$ cat config.mk
export PLATFORM = sky130hd
export DESIGN_NAME = sbt_mul
export DESIGN_NICKNAME = d
export VERILOG_FILES = /design/src/sv/sbt_pkg.sv /design/src/sv/sbt_mul.sv
export SDC_FILE = /design/constraint.sdc
export NUM_CORES = 2
export LEC_CHECK = 0
export BUFFER_PORTS_ARGS = -buffer_cell sky130_fd_sc_hd__buf_2
export CAP_MARGIN = 40
export CORE_MARGIN = 2
export CORE_UTILIZATION = 31
export CTS_CLUSTER_DIAMETER = 60
export DETAILED_ROUTE_END_ITERATION = 10
export SLEW_MARGIN = 20
export SYNTH_ARGS = -nofsm -noshare
export SYNTH_HDL_FRONTEND = slang
export SYNTH_SLANG_ARGS = --single-unit
export TNS_END_PERCENT = 30
$ cat constraint.sdc
create_clock -name clk -period 29 [get_ports clk]
set_input_delay 7.25 -clock clk [delete_from_list [all_inputs] [get_ports clk]]
set_output_delay 7.25 -clock clk [all_outputs]
set_load 0.01 [all_outputs]
$ cat src/sv/sbt_pkg.sv
// sbt_pkg: shared types, constants and helpers for the sub-bass tightener
// used by sbt_mul, sbt_store and sub_bass_tightener
package sbt_pkg;

  localparam int SAMPLE_WIDTH = 24;
  // sample units to q4.28
  localparam int IN_SHIFT = 29 - SAMPLE_WIDTH;
  localparam int ADDR_W = 7;
  localparam int OP_W = 33;
  localparam int PROD_W = 2 * OP_W;

  localparam logic CFG_STAGE_COUNT = 1'b0;
  localparam logic CFG_TRIM = 1'b1;

  localparam logic signed [OP_W-1:0] Q_HALF    = 33'sd134217728;
  localparam logic signed [OP_W-1:0] CLAMP_LIM = 33'sd67108864;
  localparam logic signed [OP_W-1:0] RAD_TURN  = 33'sd683565276;
  localparam logic signed [OP_W-1:0] SN_C1     = 33'sd1686629713;
  localparam logic signed [OP_W-1:0] SN_C3     = 33'sd693598668;
  localparam logic signed [OP_W-1:0] SN_C5     = 33'sd85569306;
  localparam logic signed [OP_W-1:0] SN_C7     = 33'sd5026995;
  localparam logic signed [OP_W-1:0] SN_C9     = 33'sd172272;
  localparam logic signed [OP_W-1:0] SN_ONE    = 33'sd1073741824;

  typedef struct packed {
    logic signed [SAMPLE_WIDTH-1:0] left_sample;
    logic signed [SAMPLE_WIDTH-1:0] right_sample;
  } in_t;

  typedef struct packed {
    logic signed [SAMPLE_WIDTH-1:0] left_out;
    logic signed [SAMPLE_WIDTH-1:0] right_out;
  } out_t;

  typedef struct packed {
    logic              we;
    logic [ADDR_W-1:0] addr;
    logic [31:0]       wdata;
  } store_req_t;

  function automatic logic signed [31:0] sat32(input logic signed [39:0] x);
    logic signed [39:0] hi;
    logic signed [39:0] lo;
    hi = 40'sd2147483647;
    lo = -40'sd2147483648;
    if (x > hi) return 32'sh7fffffff;
    else if (x < lo) return 32'sh80000000;
    else return x[31:0];
  endfunction

endpackage

$ cat src/sv/sbt_mul.sv
// sbt_mul: shared signed multiplier with registered product
// depends on sbt_pkg for operand widths
module sbt_mul (
  input  logic                                  clk,
  input  logic signed [sbt_pkg::OP_W-1:0]       op_a,
  input  logic signed [sbt_pkg::OP_W-1:0]       op_b,
  output logic signed [sbt_pkg::PROD_W-1:0]     prod
);

  always_ff @(posedge clk) begin
    prod <= op_a * op_b;
  end

endmodule

==> results.md <==
* MaxCap Viol Count at 0
* Synth area leader: fa_1
* Worst-path maximum fanout at 33
* NumNets Final at 5708
* Final WL at 110 mm
* Crit-path most repeated cell: fa_1
* Synth top area cells: fa_1 (56%), inv_1 (10%), and2_1 (8.6%)
* Ratio of cells with drive above 1 in the final layout at 0.0476
* Gr busiest metal: met2
* RSZ-0062 raised after global routing: false
* Final worst path period share at 0.527
* Final-report max-slew violation count at 0
* Sink Count at between 60 and 70
* Die height at roughly 370 um
* DP Wirelength at between 90 and 100 mm
* Met1 Use GR at 0.217
* Status: completed
* CP max-delay cell: fa_1
* Top reg by flops: prod
* # DRC at 0
* I/O pin count at 133
* Core ar. at about 130000 um^2
* Pre-CTS WS at about 13 ns
* Post-CTS Setup Repair Bufs at 0
* Die X at 366 um
* Crit path max-delay family: adder cells
* Fillers at about 14000
* Synth Area per Inst at 9.39 um^2
* CTS H-tree depth at 3
* Post-synthesis cell type count at 80
* Vias in the first global route at 31500
* Number of port buffers at ~130
* Min cycle time layout at about 15 ns
* Row count at about 130
* RePlAce Congestion at slightly below 0.9
* Number of flops mapped to enable cells by yosys at 0
* Crit-path cells: buf_2, nand2_1, inv_1, fa_1, fa_1, fa_1, fa_1, fa_1, fa_1, fa_1, inv_1, fa_1, inv_1, ha_1, nand4_1, nor2_1, nand2_1, nor3_1, buf_2, o311ai_4, nand3_2, a211oi_1, a311oi_1
* Root buf cell: clkbuf_16
* Largest net degree at the start of global routing at 34
* Initial antenna violation count at 16
* Setup Viol. Count Final at 0
* Hold crit path type: in -> reg
* Worst Tran Pin Value at between 0.9 and 1 ns
* Synth Instances at between 4000 and 5000
* Required time worst endpoint at a little under 30 ns
* Placed cell area at 42900 um^2
* Cts hold-fix bufs at 0
* Total GRT Usage at 0.172
* Area share of the largest cell type after synthesis at 0.563
* Clock tree buffer depth at 2
* GR Util met2 at 0.303
* Final ANT Viol Nets at 0
* Via count at about 28000
* Global-route wire length before repair at around 180 mm
* Total CTS buffers at 9
* Starting density of the core at 0.311
* Most instantiated library cell after synthesis: fa_1
* Top Registers: prod: 66 flops
* Final hold viol count at 0
* GRT met3 Usage at 0.0249
* Setup CP Type: in -> reg
* Rel. slew slack at 0.376
* Synth top cells by count: fa_1 (1145), inv_1 (1131), and2_1 (562)
* Ys Warns at 0
* CTS tree: yes
* Clock transition at the registers of the reported paths at 0.06 ns
* Drt pass-1 iters at 5
* Wire length per cell at between 15 and 20 um
* CP Buf/Inv Count at 5
* Asr flop ratio synth at 0
* Drt first-iter violations at roughly 1400
* Final core occ at 0.330
* Post-CTS Resized at 0
* Post-synthesis sequential area ratio at 0.0324
* Setup ws final at 13.71 ns
* FMAX at around 65 MHz
* Area of the die at between 100000 and 150000 um^2
* Final setup TNS at 0 ns
* CP max stage delay at roughly 0.96 ns
* Vias per inst at roughly 4.6
* Largest register FFs at between 60 and 70
* Gr ovfl total at 0
* Final non-filler cell area at between 40000 and 50000 um^2
* Flops & latches, synth at 66
* Crit start category: input port
* Syn Nets at 5767
* Top FF cell, synth: dfxtp_1
* CP Capture Type: register
* Area grow syn2layout at 6.09%
* Worst Path Arrival at 15.58 ns
* Synth Cell Area at just over 40000 um^2
layout make-up:
cell class              count  area, um^2  share of cell area
clock buffers               9         225             0.00521
multi-input cells        2920       34300               0.794
flip-flops and latches     66        1320              0.0306
well taps                1755        2200              0.0508
repair buffers            151         821              0.0190
clock inverters             7        78.8             0.00182
diodes                      5        12.5            0.000290
inverters                1131        4250              0.0982
cell families after synthesis:
family / after synthesis / share of synthesized area
AND/OR/NAND/NOR: 1271 / 0.158
adder cells (fa/ha/maj): 1362 / 0.629
flip-flops: 66 / 0.0324
XOR/XNOR: 68 / 0.0146
buffers and inverters: 1352 / 0.125
AO/OA/AOI/OAI: 219 / 0.0407
layer usage:
| metal | up-vias | share of wire |
|---|---|---|
| met5 | - | 0.00060 |
| met4 | 10 | 0.030 |
| met3 | 176 | 0.047 |
| met2 | 702 | 0.52 |
| met1 | 15000 | 0.40 |
| li1 | 12200 | - |
layout by cell type (no fill, tap or decap), types with 4 or more instances in the layout:
cell	n
a21o_1	36
clkbuf_16	9
o21ai_1	6
nand2_1	551
buf_2	133
and2_1	562
a31oi_1	8
a211oi_1	7
nor2b_1	5
o21bai_1	11
nand4_1	11
buf_4	16
fa_1	1145
o21ai_0	25
and3_1	5
o211ai_1	4
nor2_1	68
nand3_1	25
diode_2	5
xnor2_1	43
a211o_1	6
clkinv_4	4
xor2_1	25
and4_1	5
a21oi_1	57
o21a_1	6
dfxtp_1	66
nand2b_1	12
ha_1	217
nor3_1	7
inv_1	1131
final timing paths:
check	from	to	slack, ns	depth (start not counted)
setup / recovery	op_a[32]	prod[64]	13.71	23
hold / removal	op_a[0]	prod[0]	7.48	3
per-stage QoR:
step	std cells	hold slack, ns
CTS	6039	7.43
global placement	6019	7.64
global route	6041	7.47
detailed placement	6023	7.64
finish	6044	7.48
floorplan	4338	7.38
Power is left out: the tool's default activity adds up to more than one toggle a clock period on the data nets, which glitch-free logic cannot reach.
